===== src/rtl/oash_ram.sv =====
// Generic single-write, single-read RAM with registered read data.
// No dependencies.
module oash_ram #(
    parameter int WIDTH = 8,
    parameter int DEPTH = 16
) (
    input  logic                     i_clk,
    input  logic                     i_we,
    input  logic [$clog2(DEPTH)-1:0] i_waddr,
    input  logic [WIDTH-1:0]         i_wdata,
    input  logic [$clog2(DEPTH)-1:0] i_raddr,
    output logic [WIDTH-1:0]         o_rdata
);
    logic [WIDTH-1:0] r_mem [DEPTH];
    logic [WIDTH-1:0] r_rdata;

    always_ff @(posedge i_clk) begin
        if (i_we) begin
            r_mem[i_waddr] <= i_wdata;
        end
        r_rdata <= r_mem[i_raddr];
    end

    assign o_rdata = r_rdata;
endmodule


===== config.mk =====
export PLATFORM = sky130hd
export DESIGN_NAME = oash_ram
export DESIGN_NICKNAME = d
export VERILOG_FILES = /design/src/rtl/oash_ram.sv
export SDC_FILE = /design/constraint.sdc
export NUM_CORES = 1
export LEC_CHECK = 0
export ABC_AREA = 1
export BUFFER_PORTS_ARGS = -buffer_cell sky130_fd_sc_hd__buf_4
export CORE_ASPECT_RATIO = 1.75
export CORE_MARGIN = 3
export CORE_UTILIZATION = 49
export CTS_BUF_LIST = sky130_fd_sc_hd__clkbuf_4 sky130_fd_sc_hd__clkbuf_8 sky130_fd_sc_hd__clkbuf_16
export DETAILED_ROUTE_END_ITERATION = 10
export GPL_TIMING_DRIVEN = 0
export PLACE_DENSITY = 0.68
export SLEW_MARGIN = 20
export SYNTH_ARGS = -nofsm -noshare
export SYNTH_HDL_FRONTEND = slang
export SYNTH_SLANG_ARGS = --single-unit

===== constraint.sdc =====
create_clock -name i_clk -period 1.1 [get_ports i_clk]
set_clock_uncertainty 0.1 [all_clocks]
set_input_delay 0.055 -clock i_clk [delete_from_list [all_inputs] [get_ports i_clk]]
set_output_delay 0.055 -clock i_clk [all_outputs]
set_load 0.05 [all_outputs]

# Yosys cells after proc, flatten, opt, wreduce, memory -nomap -nowiden
# Memory sizes are Yosys's and may differ from the RTL's. A register that Yosys moved wholly into a read port is not among the register bits.
# Index checks and enable logic that the tools add are counted.
# totals
ff_bits	0
mem_bits_rw	128
output_inout_bits	8
wordCells	3
memories	1
# op_classes
muxes	2
# memory_table
name	words	width	read_ports	rd_ports_with_merged_regs	write_ports	line	text
r_mem	16	8	1	1	1	14	logic [WIDTH-1:0] r_mem [DEPTH];
# op_table
cell	count
$mux 1	2

# Depth between registers and ports, before layout
# Gate-level depths: netlist (run 1).
# depth
word_depth	2
depth_mapped	8
ltp_nobuf	7

# Least setup slack after synthesis (run 1)
# Ideal clock, no wire load.
# synth_timing
path_type	input -> register
start	input i_waddr[3]
end	memory r_mem[4][0] (enable)
setup_ns	0.370
t_arrival_ns	0.636
required_ns	0.630
path_slack_ns	-0.006
stages	2
n_path_buf	0
path_cell_list	nand3b_1 nor2_1
# synth_lines
item	line	text
start: declaration	9	input logic [$clog2(DEPTH)-1:0] i_waddr,
end: declaration	14	
# No word-level cell before the write port.

# Final worst setup path (run 1)
# layout_timing
start	input i_waddr[2]
end	memory r_mem[8][5] (enable)
# No word-level cell before the write port.

==> impl_results.md, run 1 <==
* Largest net degree at the start of global routing at 17
* Max Slew Vio Count at 0
* Flops & latches, synth at 136
* GRT Total Usage at 0.236
* Tcrit/Tclk final at 1.13
* Final WS setup at -0.138 ns
* Rel. slew slack at 0.366
* Site Rows at 51
* Yosys cell types at 12
* Core area at 11300 um^2
* Post-synthesis sequential area ratio at 0.694
* Part of the power in registers at 0.456
* Skew-Pair Late Insertion Delay at slightly above 0.4 ns
* Num CTS Buffers at 17
* PortBufs at 22
* Most frequent cells in the layout: nand2_1 (167), edfxtp_1 (128), inv_1 (100)
* Net count after synthesis at 569
* CP max-delay cell: nor2_1
* Arr. time, crit path at between 1 and 1.5 ns
* Mapped Area at 5770 um^2
* Hold Worst Slack at 0.0141 ns
* Required @ worst endpoint at 1.03 ns
* RSZ-0062 raised after global routing: true
* Total of max-cap violations at 0
* Vias in the first global route at 4156
* Detail Route Antenna Nets at 0
* Die Width at between 80 and 90 um
* DIE AREA at 13200 um^2
* Critical path cell sequence: buf_4 > nand3b_1 > nor2_1
* Drt drc at 0
* Failing checks: negative setup slack
* Final WL at around 15000 um
* Outcome: finished, violations left
* H-tree Lvls at 4
* Clock Power Share at 0.465
* Fmax at 808 MHz
* P_leak at 3.05 nW
* Crit Path Max Fanout at 8
* Gr ovfl total at 0
* Clk sinks at ~140
* First drt pass iteration count at 6
* Crit end category: flop
* Critical path class: in2reg
* Initial drt markers at about 440
* Crit-path max cell delay at 0.76 ns
* CTS clk-pin slew, worst paths at 0.06 ns
* Final total power at 12.8 mW
* Syn_area_per_cell at 10.5 um^2
* Peak VDD IR at approximately 1.1 mV
* Psw at ~2.9 mW
* Layout cells sized above 1 at 0.205
* Internal at between 9 and 10 mW
* Final nets at about 620
* Setup Total Neg Slack at -2.31 ns
* Final hold violations at 0
* IO Pins at 26
* Hold WC Path Type: in2reg
* First-pass GRT wire length at 22100 um
* Root Driver: clkbuf_16
* Wire per inst at 19.5 um
* Final setup viols at 25
* Dpl hpwl at 9530 um
* Die height at roughly 150 um
* Critical path startpoint category: primary input
* Pwr Density at roughly 1800 nW/um^2
* Starting density of the core at 0.511
* Layout area overhead at 22.1%
* Initial antenna violation count at 0
* RD Place Congestion at 0.971
* Worst Tran Pin Value at 0.947 ns
* Commonest non-fill, non-tap cell in the layout: nand2_1
* Ant diodes at 0
* Via Count at 4065
* Combinational share of power at 0.079
* Clock Tree Buf Depth at 2
* Post-Synthesis Cells at roughly 550
* Switch share at 0.223
* Vias per inst at 5.43
* CTS tree: yes
* Final Critical Period at about 1.2 ns
* YS warnings at 0
## cells in the mapped netlist (all sizes together)
library cell	n	area, um^2
buf	24	166
dfxtp	8	160
edfxtp	128	3840
inv	102	383
nand2	173	649
nand3	97	485
nand3b	2	15.0
nor2	17	63.8
## metal layers
layer / share of wire / up-vias / global-route usage
met5: 0 / - / 0
met4: 0.060 / 0 / 0.148
met3: 0.074 / 60 / 0.0551
met2: 0.52 / 225 / 0.404
met1: 0.35 / 1902 / 0.257
li1: - / 1878 / -
## what timing repair did
action,4_1_cts,5_1_grt
endpoints found under the hold margin,134,0
buffers inserted,0,0
pin swaps,0,20
hold buffers,11,0
resized for setup,7,43
endpoints found under the setup margin,43,73
## path summary, 6_finish.rpt
path	from	to	slack, ns	cells past startpoint
setup reg to reg	r_mem[8][4]	o_rdata[4]	0	6
setup / recovery	i_waddr[2]	r_mem[8][5]	-0.14	3
hold / removal	i_raddr[2]	o_rdata[5]	0.01	4
hold reg to reg	r_mem[12][0]	o_rdata[0]	0.60	6
## power groups by stage
stage	Clock [mW]	Combinational (mW)	Sequential (mW)
final	5.95	1.01	5.83
after global routing	6.21	1.09	5.83
after CTS	5.94	0.941	5.83
after detailed placement	0	0.895	5.93
after global placement	0	0.873	5.93
after floorplan	0	0.409	6.05
## per-stage QoR
stage	instance area [um^2]	setup WS (ns)	cells	utilization
after global placement	6100	-0.507	705	0.540
final	7040	-0.138	748	0.623
after global routing	7040	-0.168	748	0.623
after CTS	6850	-0.0987	748	0.607
after floorplan	5770	-0.00584	551	-
after detailed placement	6100	-0.523	705	0.540
## cell type report
cell class              instances  area (um^2)
fillers                       875         4250
flip-flops and latches        136         4000
multi-input cells             289         1430
clock buffers                  19          440
inverters                     102          383
repair buffers                 33          279
clock inverters                13          176
plain buffers                  24          166
well taps                     132          165
## worst max-delay path, delay by kind of cell
kind                   cells  cell delay [ns]
buffers and inverters      1             0.12
AND/OR/NAND/NOR            2             0.99
## flip-flops by register name (all words and copies together), names as in the netlist
name and count:
r_mem 128, o_rdata 8
## cell families after synthesis
family                 after synthesis  synth area share
and+or+nand+nor                    289             0.210
DFF                                136             0.694
buffers and inverters              126            0.0952
No activity file was read; power rests on OpenSTA's default activity.
==> run 2: changes to the inputs <==
CORE_UTILIZATION = 33   (was 49)
PLACE_DENSITY = not set   (was 0.68)
==> impl_results.md, run 2 (same netlist as run 1, synthesis figures left out) <==
* Outcome: finished, violations left
* Failing checks: negative setup slack
* Fin cells at 842 (+13%)
* DIE AREA at 19200 um^2 (+46%)
* Most frequent cells in the layout: nand2_1 (164), edfxtp_1 (128), inv_1 (99)
* Wire per inst at 17.8 um (-9.1%)
* Ant diodes at 0 (unchanged)
* Drt drc at 0 (unchanged)
* Critical path class: in2reg
* Largest net degree at the start of global routing at 17 (unchanged)
* Final hold violations at 0 (unchanged)
* Crit end category: flop
* Gr ovfl total at 0 (unchanged)
* Max reg flops at 128 (unchanged)
* Core area at 17000 um^2 (+51%)
* Required @ worst endpoint at 1.04 ns (about the same)
* DP Cell Count at 800 (+13%)
* Initial drt markers at 278 (-37%)
* Arr. time, crit path at 1.14 ns (-0.03 ns)
* Rel. slew slack at 0.447 (+0.0809)
* Peak VDD IR at 1.05 mV (-6.3%)
* Die height at 181 um (+21%)
* Starting density of the core at 0.339 (-0.172)
* Initial antenna violation count at 0 (unchanged)
* Clk sinks at 136 (unchanged)
* Num CTS Buffers at 17 (unchanged)
* Setup Total Neg Slack at -1.80 ns (+0.514 ns)
* Die Width at 106 um (+20%)
* Vias in the first global route at 3976 (-4.3%)
* Site Rows at 63 (+24%)
* Hold WC Path Type: in2reg
* Skew-Pair Late Insertion Delay at 0.42 ns (about the same)
* GRT Total Usage at 0.160 (-0.0761)
* RSZ-0062 raised after global routing: true
* Layout area overhead at 25.6%
* Total of max-cap violations at 0 (unchanged)
* First drt pass iteration count at 5 (-1)
* PortBufs at 22 (unchanged)
* Final setup viols at 25 (unchanged)
* Fmax at 838 MHz (+3.7%)
* Register with the most flip-flops: r_mem
* Root Driver: clkbuf_16
* Max Slew Vio Count at 0 (unchanged)
* Detail Route Antenna Nets at 0 (unchanged)
* Dpl hpwl at 10100 um (+6.4%)
* Crit Path Max Fanout at 8 (unchanged)
* Vias per inst at 4.68 (-14%)
* First-pass GRT wire length at 22500 um (+1.7%)
* Final Critical Period at 1.19 ns (-0.0441 ns)
* Final WL at 15000 um (+2.3%)
* Tcrit/Tclk final at 1.09 (-0.0401)
* Layout cells sized above 1 at 0.234 (+0.0296)
* Via Count at 3938 (-3.1%)
* Critical path startpoint category: primary input
* H-tree Lvls at 4 (unchanged)
* Commonest non-fill, non-tap cell in the layout: nand2_1
* CTS tree: yes
* Post-CTS Repair Setup Buffers at 0 (unchanged)
* Worst Tran Pin Value at 0.826 ns (-0.121 ns)
* CTS clk-pin slew, worst paths at 0.06 ns (about the same)
* Area of the multi-input gates at 1520 um^2 (+6.3%)
* Sequential Area at 4010 um^2 (about the same)
* Final WS setup at -0.0938 ns (+0.0441 ns)
* Clock Tree Buf Depth at 2 (unchanged)
* Final total power at 12.7 mW (-0.56%)
* Final nets at 620 (-0.16%)
* Fillers at 1625 (+86%)
* RD Place Congestion at 1.05 (+7.7%)
* P_leak at 3.06 nW (+0.31%)
* Pwr Density at 1760 nW/um^2 (-3.3%)
* IO Pins at 26 (unchanged)
==> run 2: cell count changes in the layout (fill, tap and decap cells not counted), sizes merged <==
| cell | previous run | this run |
|---|---|---|
| clkinv | 6 | 4 |
| inv | 104 | 106 |
| clkinvlp | 1 | 2 |
| dlygate4sd3 | 11 | 10 |
| bufinv | 4 | 3 |
==> run 2: area by class of cell <==
cell class / instances / share of cell area
plain buffers: 24 / 0.0230
clock buffers: 19 / 0.0608
clock inverters: 13 / 0.0235
inverters: 102 / 0.0529
multi-input cells: 289 / 0.209
flip-flops and latches: 136 / 0.553
well taps: 227 / 0.0392
repair buffers: 32 / 0.0382
==> run 2: power breakdown <==
group | internal (mW) | total [mW] | switching, mW
clock | 3.64 | 5.83 | 2.19
combinational | 0.325 | 1.06 | 0.730
sequential | 5.79 | 5.83 | 0.0333
total | 9.76 | 12.7 | 2.95
==> run 2: stage by stage <==
stage	hold slack, ns	util	instance area [um^2]	setup WS [ns]
after global placement	0.305	0.365	6220	-0.493
after CTS	0.0231	0.409	6970	-0.0841
after floorplan	0.0539	-	5770	-0.00584
after global routing	0.0634	0.425	7240	-0.173
after detailed placement	0.314	0.365	6220	-0.523
final	0.0466	0.425	7240	-0.0938
==> run 2: what timing repair did <==
item | CTS | global route
resized for setup | 11 | 62
pin swaps | 0 | 25
endpoints found under the hold margin | 134 | 0
endpoints found under the setup margin | 53 | 83
hold buffers | 10 | 0
==> run 2: worst paths after layout <==
kind	endpoint	slack, ns	start	depth (start not counted)
worst max-delay path	r_mem[10][7]	-0.09	i_waddr[2]	3
worst min-delay path	o_rdata[3]	0.05	i_raddr[2]	4
worst max register to register	o_rdata[7]	-0.02	r_mem[4][7]	6
worst min register to register	o_rdata[1]	0.61	r_mem[12][1]	6
==> run 2: critical path, stage by stage <==
cell and delay, ns:
buf_4 0.12, nand3b_1 0.27, nor2_1 0.69
==> run 2: layer usage <==
metal	global-route usage	up-vias	share of wire
met5	0	-	0
met4	0.0913	0	0.047
met3	0.0318	41	0.044
met2	0.297	120	0.56
met1	0.164	1900	0.35
li1	-	1877	-
