==> src/rtl/oash_pkg.sv <==
// Shared types, constants and helpers of the open-addressing string hash table.
// Depends on nothing; every other rtl file but oash_ram imports it.
package oash_pkg;

    localparam int TABLE_SLOTS = 101;
    localparam int PROBE_LIMIT = 20;
    localparam int KEY_BYTES   = 15;

    localparam int KEY_LANES = 15;
    localparam int HASH_MULT = 19;
    localparam int PROBE_LIN = 23;

    localparam int SLOT_W  = $clog2(TABLE_SLOTS);
    localparam int CNT_W   = $clog2(TABLE_SLOTS + 1);
    localparam int J_W     = $clog2(PROBE_LIMIT + 1);
    localparam int KEY_W   = 8 * KEY_LANES;
    localparam int POS_W   = $clog2(KEY_LANES + 1);
    localparam int PROD_W  = 8 + POS_W;
    localparam int SUM_MAX = 255 * KEY_BYTES * (KEY_BYTES + 1) / 2;
    localparam int SUM_W   = $clog2(SUM_MAX + 1);
    localparam int X_W     = $clog2(SUM_MAX * HASH_MULT + 1);
    localparam int RECIP_M = (2 ** X_W) / TABLE_SLOTS;
    localparam int STEP0   = (PROBE_LIN + 1) % TABLE_SLOTS;
    localparam int STEP_INC = 2 % TABLE_SLOTS;

    typedef logic [SLOT_W-1:0] t_slot;

    typedef enum logic [1:0] {
        REQ_ADD, REQ_DEL, REQ_READ, REQ_CLEAR
    } t_req;

    typedef enum logic [2:0] {
        STS_INSERTED, STS_PRESENT, STS_NO_SLOT, STS_REMOVED,
        STS_NOT_FOUND, STS_EMPTY, STS_READ, STS_CLEARED
    } t_status;

    typedef enum logic [2:0] {
        S_IDLE, S_HASH, S_PROBE, S_RDADDR, S_FIN
    } t_state;

    typedef struct packed {
        logic  done;
        logic  empty;
        t_slot home;
    } t_hash_res;

    function automatic t_slot slot_add(input t_slot a, input t_slot b);
        logic [SLOT_W:0] s;
        s = {1'b0, a} + {1'b0, b};
        if (s >= (SLOT_W+1)'(TABLE_SLOTS)) begin
            s = s - (SLOT_W+1)'(TABLE_SLOTS);
        end
        return s[SLOT_W-1:0];
    endfunction

endpackage

==> src/rtl/oash_lane.sv <==
// One key-byte lane: masks the byte at the key end and weights it by its position.
// Depends on oash_pkg.
module oash_lane (
    input  logic                       i_clk,
    input  logic                       i_en,
    input  logic [7:0]                 i_byte,
    input  logic                       i_alive,
    input  logic [oash_pkg::POS_W-1:0] i_pos,
    output logic [7:0]                 o_byte,
    output logic [oash_pkg::PROD_W-1:0] o_prod
);
    import oash_pkg::*;

    logic [7:0]        r_byte;
    logic [PROD_W-1:0] r_prod;

    always_ff @(posedge i_clk) begin
        if (i_en) begin
            r_byte <= i_alive ? i_byte : 8'd0;
            r_prod <= i_alive ? PROD_W'(i_byte) * PROD_W'(i_pos) : '0;
        end
    end

    assign o_byte = r_byte;
    assign o_prod = r_prod;
endmodule

==> src/rtl/oash_hash.sv <==
// Home-slot hash: byte lanes in parallel, then sum, scale and modulo by reciprocal.
// Depends on oash_pkg and oash_lane.
module oash_hash (
    input  logic                       i_clk,
    input  logic                       i_rst_n,
    input  logic                       i_start,
    input  logic [63:0]                i_key_low,
    input  logic [55:0]                i_key_high,
    output logic [oash_pkg::KEY_W-1:0] o_key,
    output oash_pkg::t_hash_res        o_res
);
    import oash_pkg::*;

    logic [KEY_W-1:0]  raw;
    logic [KEY_LANES-1:0] alive;
    logic [7:0]        nbyte [KEY_LANES];
    logic [PROD_W-1:0] prod [KEY_LANES];
    logic [SUM_W-1:0]  sum;

    logic              r_v0, r_v1, r_v2, r_v3, r_v4, r_v5;
    logic [SUM_W-1:0]  r_sum;
    logic [X_W-1:0]    r_x, r_x3;
    logic [2*X_W-1:0]  r_qp;
    logic [SLOT_W:0]   r_rem;
    t_slot             r_home;
    logic [X_W-1:0]    quo;
    logic [X_W+SLOT_W-1:0] qn;

    assign raw = {i_key_high, i_key_low};

    always_comb begin
        for (int i = 0; i < KEY_LANES; i++) begin
            alive[i] = (i < KEY_BYTES) && (raw[8*i +: 8] != 8'd0)
                       && ((i == 0) ? 1'b1 : alive[(i == 0) ? 0 : i-1]);
        end
    end

    for (genvar g = 0; g < KEY_LANES; g++) begin : g_lane
        oash_lane u_lane (
            .i_clk   (i_clk),
            .i_en    (i_start),
            .i_byte  (raw[8*g +: 8]),
            .i_alive (alive[g]),
            .i_pos   (POS_W'(g + 1)),
            .o_byte  (nbyte[g]),
            .o_prod  (prod[g])
        );
        assign o_key[8*g +: 8] = nbyte[g];
    end

    always_comb begin
        sum = '0;
        for (int i = 0; i < KEY_LANES; i++) begin
            sum = sum + SUM_W'(prod[i]);
        end
    end

    assign quo = r_qp[2*X_W-1:X_W];
    assign qn  = (X_W+SLOT_W)'(quo) * (X_W+SLOT_W)'(TABLE_SLOTS);

    always_ff @(posedge i_clk) begin
        if (!i_rst_n) begin
            r_v0 <= 1'b0;
            r_v1 <= 1'b0;
            r_v2 <= 1'b0;
            r_v3 <= 1'b0;
            r_v4 <= 1'b0;
            r_v5 <= 1'b0;
        end else begin
            r_v0 <= i_start;
            r_v1 <= r_v0;
            r_v2 <= r_v1;
            r_v3 <= r_v2;
            r_v4 <= r_v3;
            r_v5 <= r_v4;
        end
        r_sum  <= sum;
        r_x    <= X_W'(r_sum) * X_W'(HASH_MULT);
        r_qp   <= (2*X_W)'(r_x) * (2*X_W)'(RECIP_M);
        r_x3   <= r_x;
        r_rem  <= (SLOT_W+1)'((X_W+SLOT_W)'(r_x3) - qn);
        r_home <= (r_rem >= (SLOT_W+1)'(TABLE_SLOTS))
                  ? SLOT_W'(r_rem - (SLOT_W+1)'(TABLE_SLOTS)) : SLOT_W'(r_rem);
    end

    assign o_res.done  = r_v5;
    assign o_res.empty = (nbyte[0] == 8'd0);
    assign o_res.home  = r_home;
endmodule

==> config.mk <==
export PLATFORM = sky130hd
export DESIGN_NAME = oash_hash
export DESIGN_NICKNAME = d
export VERILOG_FILES = /design/src/rtl/oash_pkg.sv /design/src/rtl/oash_lane.sv /design/src/rtl/oash_hash.sv
export SDC_FILE = /design/constraint.sdc
export NUM_CORES = 1
export LEC_CHECK = 0
export ABC_AREA = 0
export BUFFER_PORTS_ARGS = -buffer_cell sky130_fd_sc_hd__buf_2
export CELL_PAD_IN_SITES_DETAIL_PLACEMENT = 0
export CELL_PAD_IN_SITES_GLOBAL_PLACEMENT = 2
export CORE_ASPECT_RATIO = 0.9
export CORE_MARGIN = 2
export CORE_UTILIZATION = 40
export DETAILED_ROUTE_END_ITERATION = 10
export HOLD_SLACK_MARGIN = 0.03
export PLACE_DENSITY_LB_ADDON = 0.05
export REMOVE_ABC_BUFFERS = 1
export SETUP_SLACK_MARGIN = 0.05
export SLEW_MARGIN = 40
export SYNTH_ARGS = -nofsm -noshare
export SYNTH_HDL_FRONTEND = slang
export SYNTH_SLANG_ARGS = --single-unit
export TNS_END_PERCENT = 1
==> constraint.sdc <==
create_clock -name i_clk -period 6.8 [get_ports i_clk]
set_input_delay 1.36 -clock i_clk [delete_from_list [all_inputs] [get_ports i_clk]]
set_output_delay 1.36 -clock i_clk [all_outputs]
set_load 0.005 [all_outputs]
======== Word-level counts from Yosys, hierarchy flattened ========
Index checks and enable logic that the tools add are counted.
cells by class
  add/subtract/negate cells ............... 16
  multiply operators ...................... 14
  order comparisons ....................... 1
  muxes and demuxes ....................... 1
  reductions and logical operators ........ 30
operator list
  kind                    number
  $add 15x12->15          11
  $reduce_bool 8->1       15
  $mul 8x4->12 const B    4
  $mul 8x3->11 const B    4
  $mul 20x14->34 const B  1
  $mul 8x2->10 const B    3
  $mul 15x5->20 const B   1
  $add 14x12->15          1
  $add 13x12->14          1
  $logic_and 1x1->1       14
  $mul 14x7->8 const B    1
  $add 12x12->13          1
  $ge 8x7->1 const B      1
  $logic_not 8->1         1
  $sub 8x8->8             1
  $mux 7                  1
  $sub 7x7->7 const B     1
storage, ports and cells
  register bits after elaboration ......... 366
  output and inout port bits .............. 129

======== Longest topological paths before layout ========
Gate-level depths: netlist of the first run.
  depth after elaboration ................. 15
  depth in mapped cells ................... 22
  depth with buffers taken out ............ 22

======== Cells and area by module ========
From an unflattened synthesis of the first run, not the netlist that was laid out.
unflattened totals
  cells, all modules ...................... 3628
  area total of the unflattened synthesis .. 36757.8 um2
modules (own cells, without submodules)
  module     instances  cells an instance  area each (um2)
  oash_lane  15         158                1639.1
  oash_hash  1          1258               12171.7

======== Worst setup path before layout of the first run ========
No wires, ideal clock.
  kind .................................... reg2reg
  start point ............................. register, netlist name g_lane[0].u_lane.o_byte[4]
  end point ............................... register r_sum[14]
  data arrival time ....................... 5.253 ns
  data required time ...................... 6.678 ns
  path slack .............................. 1.425 ns
  stages on the path, launching flop included .. 20
  period minus slack after synthesis ...... 5.375 ns
  path through ............................ edfxtp_1 > inv_1 > fa_1 > inv_1 > fa_1 > fa_1 > fa_1 > fa_1 > inv_1 > fa_1 > inv_1 > ha_1 > inv_1 > fa_1 > nor2b_1 > o21ai_1 > a21boi_1 > o21ai_0 > a211o_1 > o311a_1
RTL lines
  element               RTL line         text
  to (signal assigned)  oash_hash.sv:77  r_sum <= sum;
  to (decl)             oash_hash.sv:21  logic [SUM_W-1:0] r_sum;

==> results.txt, run 1 <==
XOR/XNOR Fraction of Synth Area: 0.0387
ys flop type: edfxtp_1
Port Buffer Count: 251
initial antenna violation count: 1
clk slew on worst S/H paths: 60 ps
die area: 63,100 um^2
crit path kind: flip-flop to flip-flop
post-synthesis instance area: 24,400 um^2
crit path max fanout: 3
Tcrit/Tclk final: 0.842
CORE AREA: 60,100 um^2
largest net degree at the start of global routing: 134
Max Clock Freq: 175 MHz
Max clock buf depth: 3
Final TNS setup: 0 ps
Critical Path RT: 7240 ps
total grt overflow: 0
PostCTS Resize Cnt: 0
Async SR Flop Fraction: 0
vias per inst: 4.77
H-Tree Depth: 2
worst skew pair latency: 550 ps
first-pass iteration count of the detailed router: 5
wire per inst: 18.2 um
CTS sink cnt: 298
CTS buffer count: 38
root buffer cell: clkbuf_16
NumNets Final: 3,181
DP HPWL: 48,400 um
Die Wd: 265 um
Synth Area in Compound Gates: 0.0561
GPL Wtd Cong: 0.810
Data arrival, critical path: 6160 ps
Slew @ Worst Pin: 802 ps
Max-Cap Viols: 0
row cnt: 85
Hold Path Class: flip-flop to flip-flop
RSZ-0062 raised after global routing: no
fin. max-slew vios: 0
final WL: 59,000 um
fraction of final layout cells with drive strength greater than 1: 0.133
Seq/Total Area, Yosys: 0.337
DRC: 0
largest family of logic cells by synthesized area: adder cells
number of routed nets with antenna violations: 0
Final Skew: 17.1 ps
final hold vios: 0
final setup vio count: 0
CTS tree: done
Syn. warnings: 0
Slew headroom: 0.465
first-pass GRT wire length: 93,400 um
Syn Area/Cell: 11.2 um^2
I/O pin cnt: 252
simple logic cell fraction of the synthesized area: 0.0897
fraction of the mapped netlist area in adder cells: 0.394
synth-to-layout area growth: 13.5%
most frequent cells in the layout: inv_1, ha_1, buf_2
Mapped Cells: 2,188
critical path capture point type: flip-flop
Design Area, Final: 27,700 um^2
crit start category: flip-flop
postcts setup bufs: 0
number of global-route vias before repair: 16,400
Post-DP Area: 26,400 um^2
GRT Total Usage: 0.194
FF+latch count, synth: 298
commonest non-fill, non-tap cell in the layout: inv_1
number of enable flip-flop cells after synthesis: 226
Netlist cell types: 63
mux contribution to synthesized area: 0.000819
min cycle time layout: 5720 ps
status: finished clean
starting DRC count in detailed routing: 676
Chip Height: 238 um
Starting Density: 0.407
Via Count: 15,500
hold_buf cts: 0
-- stage by stage --
stage               setup slack (ps)  instances   util  hold WS [ps]
global route                     712       3250  0.462           418
CTS                             1070       3249  0.462           403
finish                          1080       3251  0.462           400
floorplan                       1430       2143      -           359
detailed placement              1080       3180  0.440           402
global placement                1130       3180  0.440           397
-- worst max-delay path, cell delays in order, from the launching register on --
cell,delay (ps)
edfxtp_1,380
inv_1,70
fa_1,530
inv_1,50
fa_1,550
fa_1,530
fa_1,520
fa_1,550
inv_1,50
fa_1,460
inv_1,60
ha_1,170
inv_1,60
fa_1,400
nor2b_1,140
o21ai_1,90
a21boi_1,180
o21ai_0,130
a211o_1,330
o311a_1,330
-- area by class of cell --
type / count / area (um^2)
multi-input combinational: 1367 / 14100
inverter: 478 / 1790
tap: 783 / 980
clock inverter: 20 / 240
timing repair buffer: 254 / 1300
antenna: 2 / 5.00
sequential: 298 / 8230
fill: 5699 / 32300
clock buffer: 49 / 1040
-- kinds of logic (layout without fill, tap and decap cells) --
| group | Yosys count | count (layout) |
|---|---|---|
| adders and majority gates | 621 | 621 |
| buffers and inverters | 523 | 801 |
| and+or+nand+nor | 433 | 433 |
| DFF | 298 | 298 |
| AOI/OAI and AO/OA | 203 | 203 |
| xor gates and xnor gates | 108 | 108 |
| muxes | 2 | 2 |
| other | 0 | 2 |
-- path summary, 6_finish.rpt --
check                                           startpoint        end  slack (ps)  cells after the start
worst min-delay path                              r_sum[0]     r_x[0]         400                      0
worst max register to register  g_lane[0].u_lane.o_byte[4]  r_sum[14]        1080                     19
worst min register to register                    r_sum[0]     r_x[0]         400                      0
worst max-delay path            g_lane[0].u_lane.o_byte[4]  r_sum[14]        1080                     19
-- synthesized netlist by cell type (all sizes together) (17+ instances only) --
| library cell | number | area (um^2) |
|---|---|---|
| buf | 27 | 200 |
| xnor2 | 73 | 639 |
| and3 | 50 | 318 |
| edfxtp | 226 | 6790 |
| dfxtp | 72 | 1440 |
| inv | 478 | 1790 |
| xor2 | 35 | 307 |
| nand2 | 35 | 141 |
| nor2b | 35 | 219 |
| fa | 246 | 4920 |
| ha | 375 | 4690 |
| a21o | 44 | 330 |
| nor2 | 171 | 642 |
| a21oi | 60 | 304 |
| nor4 | 17 | 106 |
| clkbuf | 18 | 67.6 |
| and2 | 39 | 244 |
| nor3 | 41 | 210 |
| o21ai | 33 | 165 |
-- registers in the layout, indices dropped and copies added, names as in the netlist, 7 cells and up --
signal,cells
r_x,20
r_sum,15
r_qp,8
g_lane.u_lane.o_byte,101
g_lane.u_lane.o_prod,125
r_x3,8
r_rem,8
r_home,7
-- layer usage --
layer  up-vias  wire [um]  GRT usage
met5         -          0          0
met4         0       1200     0.0470
met3        64       2410     0.0288
met2       243      28400      0.322
met1      7585      27100      0.266
li1       7612          -          -
Power of run 1 is not shown: default switching activity piles up to over one toggle a cycle in this logic, so the estimate is an artifact.
==> run 2: changes to the inputs <==
- CORE_UTILIZATION: 40 -> 37
- clock period: 6.8 -> 5.1 ns (I/O delays scaled with it)
==> results.txt, run 2 (same netlist as run 1, synthesis figures left out) <==
final hold slack: 396 ps
Max Clock Freq: 187 MHz
CORE AREA: 65,500 um^2
Critical Path RT: 5550 ps
cell mode on critical path: fa_1
die area: 68,100 um^2
clk slew on worst S/H paths: 60 ps
I/O pin cnt: 252
Bufs and invs on worst path: 5
Max clock buf depth: 3
Final Skew: 22.3 ps
Crit-path slowest cell: fa_1
hold_buf cts: 0
initial antenna violation count: 0
vias per inst: 4.58
r2r worst-path depth: 19
setup slack, reg-to-reg: -250 ps
fraction of final layout cells with drive strength greater than 1: 0.175
critical path capture point type: flip-flop
n_diodes: 0
fin. max-slew vios: 0
Crit. Startpoint: g_lane[10].u_lane.o_prod[4]
Max-Cap Viols: 0
fillers: 6,418
total grt overflow: 0
failing checks: negative setup slack
Setup crit end: r_sum[14]
Post-Layout Cell Count: 3,414
wire per inst: 17.7 um
Post-DP Area: 27,100 um^2
post-placement cell count: 3,338
commonest non-fill, non-tap cell in the layout: inv_1
DP HPWL: 50,100 um
NumNets Final: 3,264
Max stage delay on crit path: 560 ps
first-pass iteration count of the detailed router: 5
crit path kind: flip-flop to flip-flop
number of routed nets with antenna violations: 0
min cycle time layout: 5350 ps
final hold vios: 0
most frequent cells in the layout: inv_1, ha_1, buf_2
CTS tree: done
CTS sink cnt: 298
Slew @ Worst Pin: 741 ps
final WL: 60,400 um
max reg flops: 125
first-pass GRT wire length: 96,400 um
Starting Density: 0.373
Data arrival, critical path: 5800 ps
Chip Height: 248 um
worst-path cell chain: inv_1 > fa_1 > fa_1 > inv_1 > fa_1 > fa_1 > fa_1 > inv_1 > fa_1 > inv_2 > ha_4 > inv_2 > fa_2 > nor2b_2 > o21ai_2 > a21boi_2 > o21ai_2 > a211o_1 > o311a_1
starting DRC count in detailed routing: 651
root buffer cell: clkbuf_16
largest net degree at the start of global routing: 90
number of global-route vias before repair: 17,100
GRT Total Usage: 0.185
crit-path leading delay family: adder cells
PnR worst setup slack: -245 ps
DRC: 0
synth-to-layout area growth: 17.0%
final setup vio count: 4
Via Count: 15,600
Levels on crit path: 19
status: finished with violations
crit path max fanout: 3
row cnt: 89
Slew headroom: 0.506
r2r endpoint: r_sum[14]
Hold Path Class: flip-flop to flip-flop
Design Area, Final: 28,600 um^2
CTS buffer count: 39
reg-to-reg startpoint: g_lane[10].u_lane.o_prod[4]
RSZ-0062 raised after global routing: yes
Tcrit/Tclk final: 1.05
worst skew pair latency: 580 ps
GPL Wtd Cong: 0.792
Die Wd: 275 um
H-Tree Depth: 2
Port Buffer Count: 251
Final Util: 0.437
crit start category: flip-flop
-- run 2: layout make-up --
| cell class | instances | area (um^2) | area share |
|---|---|---|---|
| Timing Repair Buffer | 336 | 1930 | 0.0675 |
| Sequential cell | 298 | 8230 | 0.288 |
| Tap cell | 864 | 1080 | 0.0378 |
| Clock buffer | 45 | 1040 | 0.0364 |
| Multi-Input combinational cell | 1367 | 14200 | 0.498 |
| Inverter | 478 | 1790 | 0.0628 |
| Clock inverter | 26 | 259 | 0.00906 |
-- run 2: how the worst min path moves through the flow --
stage	cells after the start	from	endpoint	slack, ps
floorplan	0	r_sum[0]	r_x[0]	360
global placement	0	r_sum[0]	r_x[0]	390
detailed placement	0	r_sum[0]	r_x[0]	390
CTS	0	r_sum[0]	r_x[0]	400
global route	0	r_sum[0]	r_x[0]	400
finish	0	r_sum[0]	r_x[0]	400
-- run 2: routing by layer --
layer / GRT usage / wire [um]
met1: 0.265 / 29800
met2: 0.299 / 27300
met3: 0.0275 / 2360
met4: 0.0388 / 1020
met5: 0 / 0
-- run 2: metrics by stage --
step | TNS, ps | worst slack (ps)
3_3_place_gp | -2770 | -543
6_report | -726 | -245
5_1_grt | -2160 | -499
3_5_place_dp | -2820 | -556
4_1_cts | -2160 | -390
2_1_floorplan | -434 | -275
-- run 2: timing repair --
action                     CTS  global route
pin swaps                   28            18
cloned                       0             0
buffers inserted             4             1
setup endpoints to repair   12            15
resized for setup           12            25
Power of run 2 is left out for the same reason.
==> run 3: changes to the inputs <==
- CORE_ASPECT_RATIO: 0.9 -> 2
==> results.txt, run 3 (same netlist as run 1, synthesis figures left out) <==
cell mode on critical path: fa_1
NumNets Final: 3,281
final hold vios: 0
vias per inst: 4.70
Register Area: 8230 um^2
PnR worst setup slack: -275 ps
CTS sink cnt: 298
crit path kind: flip-flop to flip-flop
starting DRC count in detailed routing: 455
initial antenna violation count: 4
fin. max-slew vios: 0
commonest non-fill, non-tap cell in the layout: inv_1
final setup vio count: 8
synth-to-layout area growth: 18.1%
die area: 68,200 um^2
CTS tree: done
Starting Density: 0.373
footprint of the multi-input gates: 14,300 um^2
H-Tree Depth: 2
worst-path cell chain: fa_1 > inv_1 > fa_1 > inv_2 > fa_1 > fa_1 > fa_1 > inv_2 > fa_1 > inv_1 > ha_2 > inv_2 > fa_2 > nor2b_2 > o21ai_2 > a21boi_2 > o21ai_2 > a211o_1 > buf_6 > nand4b_1 > o311a_1
critical path capture point type: flip-flop
Post-Layout Cell Count: 3,443
Slew @ Worst Pin: 775 ps
Slew headroom: 0.483
Die Wd: 186 um
fraction of final layout cells with drive strength greater than 1: 0.180
Via Count: 16,200
GRT Total Usage: 0.214
final WL: 70,800 um
clk slew on worst S/H paths: 60 ps
Data arrival, critical path: 5870 ps
first-pass GRT wire length: 106,000 um
CORE AREA: 65,600 um^2
number of global-route vias before repair: 18,200
Max stage delay on crit path: 570 ps
CTS buffer count: 35
DP Worst Slack: -604 ps
wire per inst: 20.6 um
Critical Path RT: 5600 ps
root buffer cell: clkbuf_16
number of routed nets with antenna violations: 0
Max Clock Freq: 186 MHz
Crit-path slowest cell: fa_1
DP HPWL: 60,500 um
Max-Cap Viols: 0
max reg flops: 125
worst skew pair latency: 570 ps
Final Util: 0.440
crit path max fanout: 2
Max clock buf depth: 3
GPL Wtd Cong: 0.895
hold_buf cts: 0
largest net degree at the start of global routing: 109
Bufs and invs on worst path: 6
min cycle time layout: 5380 ps
Hold Path Class: flip-flop to flip-flop
first-pass iteration count of the detailed router: 4
RSZ-0062 raised after global routing: yes
crit-path leading delay family: adder cells
Final Skew: 29.6 ps
DRC: 0
total grt overflow: 0
Port Buffer Count: 251
fillers: 6,465
post-placement cell count: 3,371
Tcrit/Tclk final: 1.05
crit start category: flip-flop
Chip Height: 367 um
most frequent cells in the layout: inv_1, ha_1, buf_2
failing checks: negative setup slack
Final TNS setup: -1190 ps
row cnt: 133
status: finished with violations
I/O pin cnt: 252
[run 3: cell count changes in the layout (fill, tap and decap cells not counted), moves of 3 or more]
cell | previous run | this run
inv_2 | 10 | 5
buf_12 | 2 | 7
bufinv_16 | 4 | 7
buf_4 | 83 | 98
inv_1 | 468 | 473
ha_1 | 373 | 369
clkinv_2 | 9 | 6
ha_4 | 2 | 5
[run 3: area by class of cell]
cell class	instances	area share
multi-input combinational	1367	0.495
sequential	298	0.285
timing repair buffer	357	0.0746
inverter	478	0.0622
tap	877	0.0380
clock buffer	42	0.0338
clock inverter	22	0.0106
antenna	2	0.000173
[run 3: path summary, 6_finish.rpt]
check	start	slack (ps)	depth (start not counted)	endpoint
worst min register to register	r_sum[0]	410	0	r_x[0]
worst min-delay path	r_sum[0]	410	0	r_x[0]
worst max register to register	g_lane[6].u_lane.o_prod[4]	-280	21	r_sum[14]
worst max-delay path	g_lane[6].u_lane.o_prod[4]	-280	21	r_sum[14]
[run 3: metal layers]
| layer | GRT usage | wire (um) | vias to the layer above |
|---|---|---|---|
| li1 | - | - | 7806 |
| met5 | 0 | 13 | - |
| met2 | 0.432 | 41000 | 290 |
| met1 | 0.199 | 23100 | 7998 |
| met4 | 0.110 | 4070 | 2 |
| met3 | 0.0305 | 2510 | 103 |
[run 3: stage by stage]
step	hold WS [ps]	cell area, um^2
2_1_floorplan	359	24200
3_3_place_gp	417	27400
3_5_place_dp	416	27400
4_1_cts	414	28800
5_1_grt	428	28900
6_report	410	28900
[run 3: what timing repair did]
item | CTS | global route
setup endpoints to repair | 14 | 13
pin swaps | 22 | 14
endpoints found under the hold margin | 0 | 0
buffers inserted | 2 | 4
resized for setup | 26 | 11
Power of run 3 is left out for the same reason.
